--- src/hw/rtl/assert_macros.svh ---
// ----------------------------------------------------------------------------
// Assertion macros
// Shared clocked assertion forms, reset-qualified on rst_n.
// ----------------------------------------------------------------------------
`ifndef ASSERT_MACROS_SVH
`define ASSERT_MACROS_SVH

// same-cycle implication
`define DHT_ASSERT_IMP(label, ante, cons, msg) \
  label: assert property (@(posedge clk) disable iff (!rst_n) (ante) |-> (cons)) \
    else $error(msg);

// next-cycle implication
`define DHT_ASSERT_NXT(label, ante, cons, msg) \
  label: assert property (@(posedge clk) disable iff (!rst_n) (ante) |=> (cons)) \
    else $error(msg);

`endif

--- src/hw/rtl/dht_pkg.sv ---
// ----------------------------------------------------------------------------
// dht_pkg
// Types and constants shared by the DHT table builder modules.
// ----------------------------------------------------------------------------
`default_nettype none

package dht_pkg;

  localparam int unsigned NUM_LENGTHS = 16;
  localparam int unsigned CIDX_W      = 4;
  localparam int unsigned LEN_W       = 5;
  localparam int unsigned CODE_W      = 16;
  localparam int unsigned NEXT_W      = 17;
  localparam int unsigned RUN_W       = 18;
  localparam int unsigned TBL_W       = 3;

  localparam logic [CIDX_W-1:0] CIDX_LAST = 4'd15;

  typedef enum logic [1:0] {
    REC_BOUND  = 2'd0,
    REC_SYMBOL = 2'd1,
    REC_ERROR  = 2'd2
  } rec_kind_t;

  typedef enum logic [1:0] {
    ERR_NONE      = 2'd0,
    ERR_BAD_INDEX = 2'd1,
    ERR_TRUNCATED = 2'd2,
    ERR_OVERFLOW  = 2'd3
  } err_code_t;

  typedef enum logic [1:0] {
    PH_HEADER  = 2'd0,
    PH_COUNTS  = 2'd1,
    PH_SYMBOLS = 2'd2
  } phase_t;

  typedef enum logic [3:0] {
    OP_NONE   = 4'd0,
    OP_LOAD   = 4'd1,
    OP_SKIP   = 4'd2,
    OP_HEADER = 4'd3,
    OP_COUNT  = 4'd4,
    OP_SYMBOL = 4'd5,
    OP_CHECK  = 4'd6,
    OP_OVER   = 4'd7,
    OP_TRUNC  = 4'd8,
    OP_BOUND  = 4'd9,
    OP_INIT   = 4'd10
  } op_t;

  typedef struct packed {
    rec_kind_t         record_kind;
    logic [TBL_W-1:0]  table_index;
    logic [LEN_W-1:0]  code_length;
    logic [CODE_W-1:0] code_value;
    logic [CODE_W-1:0] max_code;
    logic              length_empty;
    logic [7:0]        symbol;
    err_code_t         error_code;
    logic              last_result;
  } rec_t;

  typedef struct packed {
    op_t op;
  } cmd_t;

  typedef struct packed {
    logic   skip;
    phase_t phase;
    logic   count_last;
    logic   last;
    logic   sym_done;
    logic   over;
    logic   total_nz;
    logic   loop_last;
    logic   out_free;
  } stat_t;

endpackage

`default_nettype wire

--- src/hw/rtl/dht_in_if.sv ---
// ----------------------------------------------------------------------------
// dht_in_if
// Byte channel into the DHT table builder: valid/ready plus payload.
// ----------------------------------------------------------------------------
`default_nettype none

interface dht_in_if;
  logic       valid;
  logic       ready;
  logic [7:0] data_byte;
  logic       last_byte;

  modport source (output valid, output data_byte, output last_byte, input ready);
  modport sink (input valid, input data_byte, input last_byte, output ready);
endinterface

`default_nettype wire

--- src/hw/rtl/dht_out_if.sv ---
// ----------------------------------------------------------------------------
// dht_out_if
// Record channel out of the DHT table builder: valid/ready plus payload.
// ----------------------------------------------------------------------------
`default_nettype none

interface dht_out_if;
  logic        valid;
  logic        ready;
  logic [1:0]  record_kind;
  logic [2:0]  table_index;
  logic [4:0]  code_length;
  logic [15:0] code_value;
  logic [15:0] max_code;
  logic        length_empty;
  logic [7:0]  symbol;
  logic [1:0]  error_code;
  logic        last_result;

  modport source (
    output valid, output record_kind, output table_index, output code_length,
    output code_value, output max_code, output length_empty, output symbol,
    output error_code, output last_result, input ready
  );
  modport sink (
    input valid, input record_kind, input table_index, input code_length,
    input code_value, input max_code, input length_empty, input symbol,
    input error_code, input last_result, output ready
  );
endinterface

`default_nettype wire

--- src/hw/rtl/dht_dpath.sv ---
// ----------------------------------------------------------------------------
// dht_dpath
// Datapath: count store, code-space check, bound and symbol code generation,
// output record register.
// ----------------------------------------------------------------------------
`default_nettype none

module dht_dpath #(
  parameter int unsigned MAX_CODE_LEN = 16,
  parameter int unsigned NUM_TABLES   = 8
) (
  input  wire logic           clk,
  input  wire logic           rst_n,
  input  wire logic [7:0]     in_data_byte,
  input  wire logic           in_last_byte,
  input  wire logic           out_ready,
  input  dht_pkg::cmd_t       cmd,
  output dht_pkg::stat_t      stat,
  output logic                out_valid,
  output dht_pkg::rec_t       out_rec
);

  localparam int unsigned NL     = dht_pkg::NUM_LENGTHS;
  localparam int unsigned CIDX_W = dht_pkg::CIDX_W;
  localparam int unsigned LEN_W  = dht_pkg::LEN_W;
  localparam int unsigned NEXT_W = dht_pkg::NEXT_W;
  localparam int unsigned RUN_W  = dht_pkg::RUN_W;
  localparam int unsigned TBL_W  = dht_pkg::TBL_W;

  // latched input beat
  logic [7:0]          byte_r;
  logic                last_r;

  // count store
  logic [7:0]          counts_r [NL];
  logic [NL-1:0]       nz_r;
  logic                cnt_we;

  dht_pkg::phase_t     phase_r, phase_nxt;
  logic [CIDX_W-1:0]   cidx_r, cidx_nxt;
  logic [LEN_W-1:0]    cur_r, cur_nxt;
  logic [7:0]          left_r, left_nxt;
  logic [NEXT_W-1:0]   code_r, code_nxt;
  logic [TBL_W-1:0]    tsel_r, tsel_nxt;
  logic                skip_r, skip_nxt;
  logic [CIDX_W-1:0]   loop_r, loop_nxt;
  logic [RUN_W-1:0]    run_r, run_nxt;
  logic                anz_r, anz_nxt;
  logic                out_valid_r;
  dht_pkg::rec_t       out_rec_r;

  logic                emit;
  dht_pkg::rec_t       rec;

  // next-length search
  logic [LEN_W-1:0]    adv_base;
  logic [NL-1:0]       cand;
  logic                adv_found;
  logic [CIDX_W-1:0]   adv_j;
  logic [LEN_W-1:0]    adv_len;
  logic [LEN_W-1:0]    adv_sh;

  logic [CIDX_W-1:0]   rd_idx;
  logic [7:0]          rd_cnt;
  logic                rd_nz;

  logic [LEN_W-1:0]    chk_len;
  logic [RUN_W-1:0]    run_sum;
  logic [RUN_W-1:0]    lim;
  logic                over_now;
  logic                loop_last;
  logic                sym_done;
  logic                out_free;
  logic [NEXT_W-1:0]   nc1;
  logic [5:0]          hdr_idx;
  logic                hdr_bad;

  assign adv_base = (phase_r == dht_pkg::PH_SYMBOLS) ? cur_r : '0;

  always_comb begin
    for (int k = 0; k < NL; k++) begin
      cand[k] = nz_r[k] && (LEN_W'(k) >= adv_base);
    end
  end

  always_comb begin
    adv_j = '0;
    for (int k = NL - 1; k >= 0; k--) begin
      if (cand[k]) begin
        adv_j = CIDX_W'(k);
      end
    end
  end

  assign adv_found = |cand;
  assign adv_len   = {1'b0, adv_j} + LEN_W'(1);
  assign adv_sh    = adv_len - cur_r;

  assign rd_idx = (cmd.op == dht_pkg::OP_CHECK || cmd.op == dht_pkg::OP_BOUND) ?
                  loop_r : adv_j;
  assign rd_cnt = counts_r[rd_idx];
  assign rd_nz  = (rd_cnt != 8'd0);

  assign chk_len   = {1'b0, loop_r} + LEN_W'(1);
  assign run_sum   = run_r + RUN_W'(rd_cnt);
  assign lim       = RUN_W'(1) << chk_len;
  assign over_now  = (chk_len > LEN_W'(MAX_CODE_LEN)) ? rd_nz : (run_sum > lim);
  assign loop_last = (loop_r == dht_pkg::CIDX_LAST);
  assign sym_done  = (left_r == 8'd1) && !adv_found;
  assign out_free  = !out_valid_r || out_ready;
  assign nc1       = code_r + NEXT_W'(1);
  assign hdr_idx   = {1'b0, byte_r[7:4], 1'b0} + {2'b00, byte_r[3:0]};
  assign hdr_bad   = (hdr_idx >= 6'(NUM_TABLES));

  always_comb begin
    phase_nxt = phase_r;
    cidx_nxt  = cidx_r;
    cur_nxt   = cur_r;
    left_nxt  = left_r;
    code_nxt  = code_r;
    tsel_nxt  = tsel_r;
    skip_nxt  = skip_r;
    loop_nxt  = loop_r;
    run_nxt   = run_r;
    anz_nxt   = anz_r;
    cnt_we    = 1'b0;
    emit      = 1'b0;
    rec       = '0;
    unique case (cmd.op)
      dht_pkg::OP_SKIP: begin
        if (last_r) begin
          skip_nxt  = 1'b0;
          phase_nxt = dht_pkg::PH_HEADER;
          cidx_nxt  = '0;
        end
      end
      dht_pkg::OP_HEADER: begin
        rec.record_kind = dht_pkg::REC_ERROR;
        rec.last_result = 1'b1;
        if (hdr_bad) begin
          emit           = 1'b1;
          rec.error_code = dht_pkg::ERR_BAD_INDEX;
          skip_nxt       = !last_r;
          phase_nxt      = dht_pkg::PH_HEADER;
        end else begin
          tsel_nxt        = hdr_idx[TBL_W-1:0];
          cidx_nxt        = '0;
          phase_nxt       = dht_pkg::PH_COUNTS;
          emit            = last_r;
          rec.error_code  = dht_pkg::ERR_TRUNCATED;
          rec.table_index = hdr_idx[TBL_W-1:0];
        end
        if (last_r) begin
          phase_nxt = dht_pkg::PH_HEADER;
          cidx_nxt  = '0;
        end
      end
      dht_pkg::OP_COUNT: begin
        cnt_we = 1'b1;
        if (cidx_r != dht_pkg::CIDX_LAST) begin
          cidx_nxt = cidx_r + CIDX_W'(1);
          if (last_r) begin
            emit            = 1'b1;
            rec.record_kind = dht_pkg::REC_ERROR;
            rec.table_index = tsel_r;
            rec.error_code  = dht_pkg::ERR_TRUNCATED;
            rec.last_result = 1'b1;
            phase_nxt       = dht_pkg::PH_HEADER;
            cidx_nxt        = '0;
          end
        end else begin
          loop_nxt = '0;
          run_nxt  = '0;
          anz_nxt  = 1'b0;
        end
      end
      dht_pkg::OP_CHECK: begin
        loop_nxt = loop_r + CIDX_W'(1);
        anz_nxt  = anz_r | rd_nz;
        run_nxt  = loop_last ? '0 : {run_sum[RUN_W-2:0], 1'b0};
      end
      dht_pkg::OP_BOUND: begin
        emit            = 1'b1;
        rec.record_kind = dht_pkg::REC_BOUND;
        rec.table_index = tsel_r;
        rec.code_length = chk_len;
        rec.last_result = loop_last;
        if (rd_nz) begin
          rec.code_value = run_r[dht_pkg::CODE_W-1:0];
          rec.max_code   = run_sum[dht_pkg::CODE_W-1:0] - dht_pkg::CODE_W'(1);
        end else begin
          rec.length_empty = 1'b1;
        end
        loop_nxt = loop_r + CIDX_W'(1);
        run_nxt  = {run_sum[RUN_W-2:0], 1'b0};
      end
      dht_pkg::OP_INIT: begin
        if (adv_found) begin
          cur_nxt   = adv_len;
          left_nxt  = rd_cnt;
          code_nxt  = '0;
          phase_nxt = dht_pkg::PH_SYMBOLS;
        end else begin
          phase_nxt = dht_pkg::PH_HEADER;
        end
        if (last_r) begin
          phase_nxt = dht_pkg::PH_HEADER;
          cidx_nxt  = '0;
        end
      end
      dht_pkg::OP_SYMBOL: begin
        emit            = 1'b1;
        rec.record_kind = dht_pkg::REC_SYMBOL;
        rec.table_index = tsel_r;
        rec.code_length = cur_r;
        rec.code_value  = code_r[dht_pkg::CODE_W-1:0];
        rec.symbol      = byte_r;
        rec.last_result = sym_done || !last_r;
        if (left_r != 8'd1) begin
          left_nxt = left_r - 8'd1;
          code_nxt = nc1;
        end else if (adv_found) begin
          cur_nxt  = adv_len;
          left_nxt = rd_cnt;
          code_nxt = nc1 << adv_sh;
        end else begin
          phase_nxt = dht_pkg::PH_HEADER;
        end
        if (last_r) begin
          phase_nxt = dht_pkg::PH_HEADER;
          cidx_nxt  = '0;
        end
      end
      dht_pkg::OP_OVER: begin
        emit            = 1'b1;
        rec.record_kind = dht_pkg::REC_ERROR;
        rec.table_index = tsel_r;
        rec.error_code  = dht_pkg::ERR_OVERFLOW;
        rec.last_result = 1'b1;
        skip_nxt        = !last_r;
        phase_nxt       = dht_pkg::PH_HEADER;
        if (last_r) begin
          cidx_nxt = '0;
        end
      end
      dht_pkg::OP_TRUNC: begin
        emit            = 1'b1;
        rec.record_kind = dht_pkg::REC_ERROR;
        rec.table_index = tsel_r;
        rec.error_code  = dht_pkg::ERR_TRUNCATED;
        rec.last_result = 1'b1;
        phase_nxt       = dht_pkg::PH_HEADER;
        cidx_nxt        = '0;
      end
      default: begin
      end
    endcase
  end

  always_ff @(posedge clk) begin
    if (!rst_n) begin
      phase_r     <= dht_pkg::PH_HEADER;
      cidx_r      <= '0;
      cur_r       <= LEN_W'(1);
      left_r      <= '0;
      code_r      <= '0;
      tsel_r      <= '0;
      skip_r      <= 1'b0;
      loop_r      <= '0;
      run_r       <= '0;
      anz_r       <= 1'b0;
      out_valid_r <= 1'b0;
    end else begin
      phase_r     <= phase_nxt;
      cidx_r      <= cidx_nxt;
      cur_r       <= cur_nxt;
      left_r      <= left_nxt;
      code_r      <= code_nxt;
      tsel_r      <= tsel_nxt;
      skip_r      <= skip_nxt;
      loop_r      <= loop_nxt;
      run_r       <= run_nxt;
      anz_r       <= anz_nxt;
      out_valid_r <= emit || (out_valid_r && !out_ready);
    end
  end

  always_ff @(posedge clk) begin
    if (cmd.op == dht_pkg::OP_LOAD) begin
      byte_r <= in_data_byte;
      last_r <= in_last_byte;
    end
    if (cnt_we) begin
      counts_r[cidx_r] <= byte_r;
      nz_r[cidx_r]     <= (byte_r != 8'd0);
    end
    if (emit) begin
      out_rec_r <= rec;
    end
  end

  assign stat.skip       = skip_r;
  assign stat.phase      = phase_r;
  assign stat.count_last = (cidx_r == dht_pkg::CIDX_LAST);
  assign stat.last       = last_r;
  assign stat.sym_done   = sym_done;
  assign stat.over       = over_now;
  assign stat.total_nz   = anz_r | rd_nz;
  assign stat.loop_last  = loop_last;
  assign stat.out_free   = out_free;

  assign out_valid = out_valid_r;
  assign out_rec   = out_rec_r;

endmodule

`default_nettype wire

--- src/hw/rtl/dht_ctrl.sv ---
// ----------------------------------------------------------------------------
// dht_ctrl
// Controller: sequences beat intake, decode, code-space check, bound and error
// record emission, and locating the first used length.
// ----------------------------------------------------------------------------
`default_nettype none

module dht_ctrl (
  input  wire logic      clk,
  input  wire logic      rst_n,
  input  wire logic      in_valid,
  output logic           in_ready,
  input  dht_pkg::stat_t stat,
  output dht_pkg::cmd_t  cmd
);

  typedef enum logic [6:0] {
    S_IDLE   = 7'b0000001,
    S_DECODE = 7'b0000010,
    S_CHECK  = 7'b0000100,
    S_OVER   = 7'b0001000,
    S_TRUNC  = 7'b0010000,
    S_BOUND  = 7'b0100000,
    S_INIT   = 7'b1000000
  } state_t;

  state_t state_r, state_nxt;

  always_comb begin
    state_nxt = state_r;
    cmd.op    = dht_pkg::OP_NONE;
    in_ready  = 1'b0;
    unique case (state_r)
      S_IDLE: begin
        in_ready = 1'b1;
        if (in_valid) begin
          cmd.op    = dht_pkg::OP_LOAD;
          state_nxt = S_DECODE;
        end
      end
      S_DECODE: begin
        if (stat.skip) begin
          cmd.op    = dht_pkg::OP_SKIP;
          state_nxt = S_IDLE;
        end else if (stat.out_free) begin
          unique case (stat.phase)
            dht_pkg::PH_COUNTS: begin
              cmd.op    = dht_pkg::OP_COUNT;
              state_nxt = stat.count_last ? S_CHECK : S_IDLE;
            end
            dht_pkg::PH_SYMBOLS: begin
              cmd.op    = dht_pkg::OP_SYMBOL;
              state_nxt = (stat.last && !stat.sym_done) ? S_TRUNC : S_IDLE;
            end
            default: begin
              cmd.op    = dht_pkg::OP_HEADER;
              state_nxt = S_IDLE;
            end
          endcase
        end
      end
      S_CHECK: begin
        cmd.op = dht_pkg::OP_CHECK;
        if (stat.over) begin
          state_nxt = S_OVER;
        end else if (stat.loop_last) begin
          state_nxt = (stat.last && stat.total_nz) ? S_TRUNC : S_BOUND;
        end
      end
      S_OVER: begin
        if (stat.out_free) begin
          cmd.op    = dht_pkg::OP_OVER;
          state_nxt = S_IDLE;
        end
      end
      S_TRUNC: begin
        if (stat.out_free) begin
          cmd.op    = dht_pkg::OP_TRUNC;
          state_nxt = S_IDLE;
        end
      end
      S_BOUND: begin
        if (stat.out_free) begin
          cmd.op = dht_pkg::OP_BOUND;
          if (stat.loop_last) begin
            state_nxt = S_INIT;
          end
        end
      end
      S_INIT: begin
        cmd.op    = dht_pkg::OP_INIT;
        state_nxt = S_IDLE;
      end
      default: begin
        state_nxt = S_IDLE;
      end
    endcase
  end

  always_ff @(posedge clk) begin
    if (!rst_n) begin
      state_r <= S_IDLE;
    end else begin
      state_r <= state_nxt;
    end
  end

endmodule

`default_nettype wire

--- src/hw/rtl/dht_canonical_huffman_builder.sv ---
// ----------------------------------------------------------------------------
// dht_canonical_huffman_builder
// Builds canonical Huffman codes from DHT segment payload bytes.
// in_bus carries one payload byte per beat, last_byte on the final one.
// out_bus carries result records: 16 length-bound records after a table's
// sixteenth count byte, one code record per symbol byte, and error records.
// A beat is taken in the idle state and decoded in the decode state, which
// waits while the output register is full. The sixteenth count byte starts a
// code-space check over the stored counts that stops at an overflow; unless
// the segment then ends with symbols owed, one bound record per cycle follows
// while the output register is free, then the first used length is located.
// A symbol byte that ends a segment early also brings a truncation record.
// A single output register decouples the sides; while out_bus stalls, the
// block still accepts the next beat and holds in decode until the register
// frees. Synchronous reset returns the block to awaiting a table header.
// ----------------------------------------------------------------------------
`default_nettype none
`include "assert_macros.svh"

module dht_canonical_huffman_builder #(
  parameter int unsigned MAX_CODE_LEN = 16,
  parameter int unsigned NUM_TABLES   = 8
) (
  input  wire logic  clk,
  input  wire logic  rst_n,
  dht_in_if.sink     in_bus,
  dht_out_if.source  out_bus
);

  dht_pkg::cmd_t  cmd;
  dht_pkg::stat_t stat;
  logic           in_ready;
  logic           out_valid;
  dht_pkg::rec_t  out_rec;

  dht_ctrl u_ctrl (
    .clk      (clk),
    .rst_n    (rst_n),
    .in_valid (in_bus.valid),
    .in_ready (in_ready),
    .stat     (stat),
    .cmd      (cmd)
  );

  dht_dpath #(
    .MAX_CODE_LEN (MAX_CODE_LEN),
    .NUM_TABLES   (NUM_TABLES)
  ) u_dpath (
    .clk          (clk),
    .rst_n        (rst_n),
    .in_data_byte (in_bus.data_byte),
    .in_last_byte (in_bus.last_byte),
    .out_ready    (out_bus.ready),
    .cmd          (cmd),
    .stat         (stat),
    .out_valid    (out_valid),
    .out_rec      (out_rec)
  );

  assign in_bus.ready         = in_ready;
  assign out_bus.valid        = out_valid;
  assign out_bus.record_kind  = out_rec.record_kind;
  assign out_bus.table_index  = out_rec.table_index;
  assign out_bus.code_length  = out_rec.code_length;
  assign out_bus.code_value   = out_rec.code_value;
  assign out_bus.max_code     = out_rec.max_code;
  assign out_bus.length_empty = out_rec.length_empty;
  assign out_bus.symbol       = out_rec.symbol;
  assign out_bus.error_code   = out_rec.error_code;
  assign out_bus.last_result  = out_rec.last_result;

  // one beat in flight: intake closes right after an accept
  `DHT_ASSERT_NXT(a_one_beat, in_bus.valid && in_ready, !in_ready, "second beat accepted")

  `DHT_ASSERT_IMP(a_err_fields, out_valid && out_rec.record_kind == dht_pkg::REC_ERROR && out_rec.code_length == '0 && out_rec.code_value == '0 || !(out_valid && out_rec.record_kind == dht_pkg::REC_ERROR), 1'b1 && (!(out_valid && out_rec.record_kind == dht_pkg::REC_ERROR) || out_rec.code_length == '0), "error record carries a length")

  `DHT_ASSERT_IMP(a_bound_order, out_valid && out_rec.record_kind == dht_pkg::REC_BOUND && !out_rec.length_empty, out_rec.max_code >= out_rec.code_value, "bound max below min")

  // symbol records always carry a nonzero code length
  `DHT_ASSERT_IMP(a_symbol_nonempty, out_valid && out_rec.record_kind == dht_pkg::REC_SYMBOL, out_rec.code_length != '0, "symbol record with zero length")

endmodule

`default_nettype wire

--- src/flat_wrapper.sv ---
// flat-port wrapper written by rule: the top's interface ports become plain ports
module dht_canonical_huffman_builder_flat 
#(
  parameter int unsigned MAX_CODE_LEN = 16,
  parameter int unsigned NUM_TABLES   = 8
)
  (clk, rst_n, in_bus_valid, in_bus_data_byte, in_bus_last_byte, in_bus_ready, out_bus_valid, out_bus_record_kind, out_bus_table_index, out_bus_code_length, out_bus_code_value, out_bus_max_code, out_bus_length_empty, out_bus_symbol, out_bus_error_code, out_bus_last_result, out_bus_ready);
  dht_in_if in_bus_i ();
  dht_out_if out_bus_i ();
  input  wire logic clk;
  input  wire logic rst_n;
  input wire logic [$bits(in_bus_i.valid)-1:0] in_bus_valid;
  input wire logic [$bits(in_bus_i.data_byte)-1:0] in_bus_data_byte;
  input wire logic [$bits(in_bus_i.last_byte)-1:0] in_bus_last_byte;
  output wire logic [$bits(in_bus_i.ready)-1:0] in_bus_ready;
  output wire logic [$bits(out_bus_i.valid)-1:0] out_bus_valid;
  output wire logic [$bits(out_bus_i.record_kind)-1:0] out_bus_record_kind;
  output wire logic [$bits(out_bus_i.table_index)-1:0] out_bus_table_index;
  output wire logic [$bits(out_bus_i.code_length)-1:0] out_bus_code_length;
  output wire logic [$bits(out_bus_i.code_value)-1:0] out_bus_code_value;
  output wire logic [$bits(out_bus_i.max_code)-1:0] out_bus_max_code;
  output wire logic [$bits(out_bus_i.length_empty)-1:0] out_bus_length_empty;
  output wire logic [$bits(out_bus_i.symbol)-1:0] out_bus_symbol;
  output wire logic [$bits(out_bus_i.error_code)-1:0] out_bus_error_code;
  output wire logic [$bits(out_bus_i.last_result)-1:0] out_bus_last_result;
  input wire logic [$bits(out_bus_i.ready)-1:0] out_bus_ready;
  assign in_bus_i.valid = in_bus_valid;
  assign in_bus_i.data_byte = in_bus_data_byte;
  assign in_bus_i.last_byte = in_bus_last_byte;
  assign in_bus_ready = in_bus_i.ready;
  assign out_bus_valid = out_bus_i.valid;
  assign out_bus_record_kind = out_bus_i.record_kind;
  assign out_bus_table_index = out_bus_i.table_index;
  assign out_bus_code_length = out_bus_i.code_length;
  assign out_bus_code_value = out_bus_i.code_value;
  assign out_bus_max_code = out_bus_i.max_code;
  assign out_bus_length_empty = out_bus_i.length_empty;
  assign out_bus_symbol = out_bus_i.symbol;
  assign out_bus_error_code = out_bus_i.error_code;
  assign out_bus_last_result = out_bus_i.last_result;
  assign out_bus_i.ready = out_bus_ready;
  dht_canonical_huffman_builder #(.MAX_CODE_LEN(MAX_CODE_LEN), .NUM_TABLES(NUM_TABLES)) u_core (.clk(clk), .rst_n(rst_n), .in_bus(in_bus_i), .out_bus(out_bus_i));
endmodule
--- config.mk ---
export PLATFORM = sky130hd
export DESIGN_NAME = dht_canonical_huffman_builder_flat
export DESIGN_NICKNAME = d
export VERILOG_FILES = /design/src/hw/rtl/dht_pkg.sv /design/src/hw/rtl/dht_in_if.sv /design/src/hw/rtl/dht_out_if.sv /design/src/hw/rtl/dht_dpath.sv /design/src/hw/rtl/dht_ctrl.sv /design/src/hw/rtl/dht_canonical_huffman_builder.sv /design/src/flat_wrapper.sv
export VERILOG_INCLUDE_DIRS = /design/src /design/src/hw/rtl
export SDC_FILE = /design/constraint.sdc
export NUM_CORES = 1
export LEC_CHECK = 0
export BUFFER_PORTS_ARGS = -buffer_cell sky130_fd_sc_hd__buf_4
export CAP_MARGIN = 40
export CORE_MARGIN = 8
export CORE_UTILIZATION = 28
export CTS_BUF_LIST = sky130_fd_sc_hd__clkbuf_4 sky130_fd_sc_hd__clkbuf_8
export DETAILED_ROUTE_END_ITERATION = 12
export PLACE_DENSITY_LB_ADDON = 0.3
export RECOVER_POWER = 50
export SLEW_MARGIN = 20
export SYNTH_ARGS = -nofsm -noshare
export SYNTH_HDL_FRONTEND = slang
export SYNTH_SLANG_ARGS = --single-unit
--- constraint.sdc ---
create_clock -name clk -period 15.7 [get_ports clk]
set_input_delay 0.785 -clock clk [delete_from_list [all_inputs] [get_ports clk]]
set_output_delay 0.785 -clock clk [all_outputs]
set_load 0.05 [all_outputs]
* Word level (Yosys, flattened, before mapping)
Memories as Yosys holds them, arrays and structs flattened. Index checks and enable logic that the tools add are counted.
Storage, ports and cells: memories kept 1, bits in registers 150, input bits 13, logic and storage cells 257, output and inout port bits 56, bits in writable memories 128
Operators by class: bitwise operators 2, equality and inequality tests 41, add/sub/neg operators 10, shift-type cells 2, mux-type cells 99, reduce and logical (&&, ||, !) cells 57, order comparisons 21
Memories:
- u_core.u_dpath.counts_r | words 16, width 8, read ports 1, clocked after memory_dff 0, wr ports 1, RTL line dht_dpath.sv:35 | logic [7:0] counts_r [NL];
Operators with widths (count):
- $mux 4 | 25
- $mux 7 | 8
- $pmux 18 s3 | 1
- $mux 17 | 3
- $pmux 21 s2 | 1
- $ge 4x5->1 const A | 8
- $mux 18 | 2
- $pmux 7 s5 | 1
- $pmux 17 s2 | 1
- $mux 32 | 1
- $mux 5 | 6
- $pmux 4 s7 | 1
- $pmux 5 s5 | 1
- $logic_and 1x1->1 | 21
- $mux 3 | 7
- $eq 4x4->1 const B | 5
- $ge 3x5->1 const A | 4
- $add 18x8->18 | 1
- $gt 18x18->1 | 1
- $mux 2 | 9
- $ne 2x2->1 const B | 9
- $ne 3x3->1 const B | 6
- $shl 1x5->18 const A | 1
- $add 17x1->17 const B | 1
- 62 further kinds | 108

* Depth between registers and ports, before layout
An unclocked memory read counts as a cell.
word-level depth 29, gate-level depth with buffers 37, mapped depth without buffers 32

* Hierarchy
Synthesis repeated with hierarchy kept, for this count alone.
Second synthesis, totals: cell total of the unflattened synthesis 1475, area, all modules 15519.9 um^2
By module, submodules not included:
- dht_dpath | seq. area each 7457.2 um^2, cells an instance 1382, times used 1, area an instance 14780.4 um^2
- dht_ctrl | seq. area each 140.1 um^2, cells an instance 93, times used 1, area an instance 739.5 um^2

* Worst setup path before layout
Ideal clock, no wire load.
kind input to register, start point in out_bus_ready, end point reg u_core.u_ctrl.state_r[4], library setup time 120 ps, path slack 8932 ps, path buffers 4, stages 33, required time 15580 ps, data arrival time 6648 ps, cell sequence nor2b_1 -> o21ai_1 -> and2_1 -> buf_4 -> nor3_1 -> a21o_1 -> buf_6 -> buf_12 -> mux4_2 -> a22oi_1 -> nand2_1 -> ha_1 -> inv_1 -> fa_1 -> nand3b_1 -> a21boi_0 -> o21ai_0 -> a21boi_0 -> o21ai_0 -> xor2_1 -> inv_1 -> ha_1 -> nand4_1 -> nor2_1 -> a21oi_1 -> o211ai_1 -> a21oi_1 -> maj3_1 -> o211ai_1 -> nand3_1 -> a31o_2 -> clkbuf_1 -> o31a_1
On the way: longest elaborated chain between the ends 15
Ends and longest elaborated chain:
- start: declaration | RTL line flat_wrapper.sv:26 | input wire logic [$bits(out_bus_i.ready)-1:0] out_bus_ready;
- $logic_or 1x1->1 (*) | RTL line dht_dpath.sv:110 | assign out_free = !out_valid_r || out_ready;
- branches (longest 14 deep; another with $add 18x8->18)
- end signal: assignment | RTL line dht_ctrl.sv:104 | state_r <= state_nxt;
- end: declaration | RTL line dht_ctrl.sv:27 | state_t state_r, state_nxt;
Every way passes the cells marked *. The select of a mux whose other input is x is not followed. A chain may end at the register's enable or synchronous reset.

* Final worst setup path
start point reg u_core.u_dpath.phase_r[0], end point reg u_core.u_ctrl.state_r[4]
On the way: longest elaborated chain between the ends 29
Ends and longest elaborated chain:
- start: declaration | RTL line dht_dpath.sv:39 | dht_pkg::phase_t phase_r, phase_nxt;
- start signal: assignment | RTL line dht_dpath.sv:262 | phase_r <= dht_pkg::PH_HEADER;
- start signal: assignment | RTL line dht_dpath.sv:274 | phase_r <= phase_nxt;
- branches (longest 29 deep; another with $ge 4x5->1)
Several ways; the timed one is not identified. The select of a mux whose other input is x is not followed.

==> impl_metrics.json <==
{
  "ant_nets": 0,
  "synth_warnings": 0,
  "clk_pin_slew_ns": 0.07,
  "cp.buffers_inverters": 4,
  "antenna_found_initial": 1,
  "dr.first_iter.drc_count": 841,
  "p_seq_frac": 0.499,
  "cts_buffer_depth": 3,
  "dp_hpwl_mm": 29.4,
  "cts-root-buf": "clkbuf_8",
  "ys_ff_latch": 276,
  "numCtsBuffers": 46,
  "setup_violations": 0,
  "layout.nets": 1537,
  "max_slew_margin": -0.0700,
  "synth_fp_nets": 1450,
  "rsz0062_at_grt": "no",
  "drt-total-wl_mm": 41.2,
  "gr-usage-all-layers": 0.132,
  "hold_depth": 1,
  "synth_cells": 1385,
  "final_core_util": 0.321,
  "crit_path_end_kind": "flip-flop",
  "switching_share": 0.285,
  "fp.dieW_um": 245,
  "worstPathArrival_ns": 8.89,
  "worstSetupPathType": "reg2reg",
  "cp_max_fo": 28,
  "rows": 84,
  "ios": 69,
  "reg2reg_depth": 32,
  "vdd_ir_drop_max_mv": 0.0550,
  "clkPwrFrac": 0.374,
  "die_y_um": 245,
  "syn_avg_cell_area_um2": 10.6,
  "route.detailed.wl_per_inst_um": 18.8,
  "syn_area_um2": 14700,
  "status": "finished, violations left",
  "max_stage_delay_ns": 0.70,
  "grt_pass1_vias": 11200,
  "cp_slowest_cell": "nand4bb_1",
  "async_flop_share": 0,
  "cts_tree": "yes",
  "vias_per_cell": 5.15,
  "htree_levels": 2,
  "finalHoldViolCount": 0,
  "switchingPower_mw": 0.490,
  "die_area_um2": 60100,
  "max_freq_mhz": 119,
  "finalCritPeriodShare": 0.537,
  "worstPathRequired_ns": 16.16,
  "drive_gt1_frac": 0.116,
  "fin_skew_ns": 0.0211,
  "synth_edf_count": 207,
  "cts.sinks": 276,
  "hold_end": "u_core.u_dpath.byte_r[3]",
  "startpoint_type": "flip-flop",
  "violations": "max-capacitance violations, max-slew violations",
  "grt_overflow": 0,
  "maxCapViolations": 1,
  "postCtsSetupBuffers": 0,
  "tightest_slew_ns": 1.60,
  "synth_seq_area_share": 0.516,
  "r2r-end": "u_core.u_ctrl.state_r[4]",
  "critPathTopFamily": "compound AO/OA/AOI/OAI gates",
  "portBuffers": 68,
  "rrSetupSlack_ns": 7.27,
  "min_path_type": "in2reg",
  "area_growth_pct": 14.0,
  "pwr-share-comb": 0.127,
  "power_density_nw_per_um2": 103,
  "p_int_mw": 1.23,
  "slew_violations": 29,
  "post-route-drc-count": 0,
  "clk_latency_ns": 0.59,
  "core_area_um2": 52200,
  "start_util": 0.282,
  "min_from": "in_bus_data_byte[3]",
  "grt_pass1_wl_mm": 64.0,
  "num_vias": 11300,
  "r2r-start": "u_core.u_dpath.phase_r[0]",
  "gp_congestion": 0.882,
  "synth-main-ff-cell": "edfxtp_1",
  "cts_resized": 0,
  "grt_max_degree": 59,
  "setup_tns_ns": 0,
  "antenna_cells": 0,
  "first_pass_iters": 7,
  "synth.distinct_cells": 92,
  "leakagePower_nw": 5.68,
  "finalCriticalPeriod_ns": 8.43,
  "ctsHoldBuffers": 0
}
[state kept, by name (all words and copies together), names as in the netlist, 2 cells and up]
name and flops:
u_core.u_dpath.cur_r 5, u_core.u_dpath.nz_r 16, u_core.u_dpath.cidx_r 4, u_core.u_dpath.out_rec 54, u_core.u_dpath.loop_r 4, u_core.u_dpath.counts_r 128
u_core.u_dpath.left_r 8, u_core.u_dpath.byte_r 8, u_core.u_dpath.run_r 17, u_core.u_dpath.code_r 16, u_core.u_ctrl.state_r 7, u_core.u_dpath.phase_r 2
u_core.u_dpath.tsel_r 3
[cell type report]
class,instances,area (µm²)
clock buffer,63,786
clock inverter,19,133
fill,5336,35500
inverter,51,191
multi-input combinational,986,6580
sequential,276,7600
tap,688,861
timing repair buffer,111,622
[worst max-delay path by stage]
stage,depth (start not counted),slack [ns],end,startpoint
finish,32,7.27,u_core.u_ctrl.state_r[4],u_core.u_dpath.phase_r[0]
global placement,31,7.31,u_core.u_ctrl.state_r[4],u_core.u_dpath.phase_r[0]
detailed placement,28,6.99,u_core.u_ctrl.state_r[4],u_core.u_dpath.phase_r[0]
floorplan,33,8.93,u_core.u_ctrl.state_r[4],out_bus_ready
global route,31,6.67,u_core.u_ctrl.state_r[4],u_core.u_dpath.phase_r[0]
CTS,28,6.96,u_core.u_ctrl.state_r[4],u_core.u_dpath.phase_r[0]
[worst reg2reg max path: cells and delay by family, from the launching register on]
kind / cells / cell delay [ns]
adder cells (fa/ha/maj): 5 / 1.66
multiplexers: 1 / 0.35
XOR/XNOR: 1 / 0.32
AO/OA/AOI/OAI: 12 / 2.75
AND/OR/NAND/NOR: 9 / 2.40
buffers and inverters: 4 / 0.54
flip-flops: 1 / 0.32
[per-stage QoR]
step	setup WS [ns]	hold WS (ns)	instances	total power, mW	cell area [µm²]
after global placement	7.31	0.444	2095	1.11	15900
after detailed placement	6.99	0.456	2108	1.11	16100
after CTS	6.96	0.318	2190	1.76	17000
after global routing	6.67	0.345	2194	1.79	16800
after floorplan	8.93	0.437	1385	1.03	14700
final	7.27	0.393	2194	1.72	16800
[synthesized netlist by cell type, types with 11 or more instances]
cell	count	share of area
inv_1	48	0.012
mux2i_1	44	0.030
xnor2_1	35	0.021
clkbuf_1	51	0.013
o21ai_0	75	0.026
and3_1	17	0.0072
a21oi_1	78	0.027
a31oi_1	13	0.0055
a211oi_1	13	0.0066
nand3_1	63	0.021
o211ai_1	13	0.0066
a21o_1	12	0.0061
a22o_1	15	0.0089
nor3_1	34	0.012
nand2b_1	13	0.0055
nor2_1	149	0.038
a22oi_1	25	0.013
edfxtp_1	207	0.42
a2111oi_0	12	0.0071
and2_1	18	0.0077
dfxtp_1	69	0.094
or3_1	11	0.0047
xor2_1	15	0.0089
nand4_1	12	0.0051
ha_1	49	0.042
nand2_1	105	0.027
o22ai_1	15	0.0064
[cell usage in the layout (no fill, tap or decap), types with 13 or more instances in the layout]
master      n
ha_1       49
nand3_1    63
o22ai_1    15
xor2_1     15
a31oi_1    13
a211oi_1   13
dfxtp_1    69
nor3_1     34
nand2b_1   13
buf_4      27
edfxtp_1  207
mux2i_1    44
clkbuf_1   66
a21oi_1    78
inv_1      48
clkbuf_4   23
o211ai_1   13
nor2_1    148
o21ai_0    75
xnor2_1    35
a22o_1     15
and3_1     17
a22oi_1    25
nand2_1   105
clkbuf_8   50
[power groups by stage]
stage | Combinational (mW) | Clock, mW | Sequential, mW
final | 0.219 | 0.643 | 0.858
after global routing | 0.239 | 0.692 | 0.862
after CTS | 0.235 | 0.662 | 0.860
after detailed placement | 0.235 | 0 | 0.875
after global placement | 0.232 | 0 | 0.874
after floorplan | 0.103 | 0 | 0.926
[metal layers]
layer / vias to the layer above / track usage / share of wire
li1: 5378 / - / -
met1: 5540 / 0.173 / 0.45
met2: 327 / 0.221 / 0.48
met3: 62 / 0.0239 / 0.049
met4: 0 / 0.0365 / 0.022
met5: - / 0 / 0
[cells by family after synthesis]
group                      after synthesis  synth area share
and+or+nand+nor                        474             0.159
adders and majority gates               53            0.0464
AOI/OAI and AO/OA                      346             0.160
DFF                                    276             0.516
muxes                                   63            0.0514
xor gates and xnor gates                50            0.0298
buffers and inverters                  123            0.0372
No activity file was read; power rests on OpenSTA's default activity.
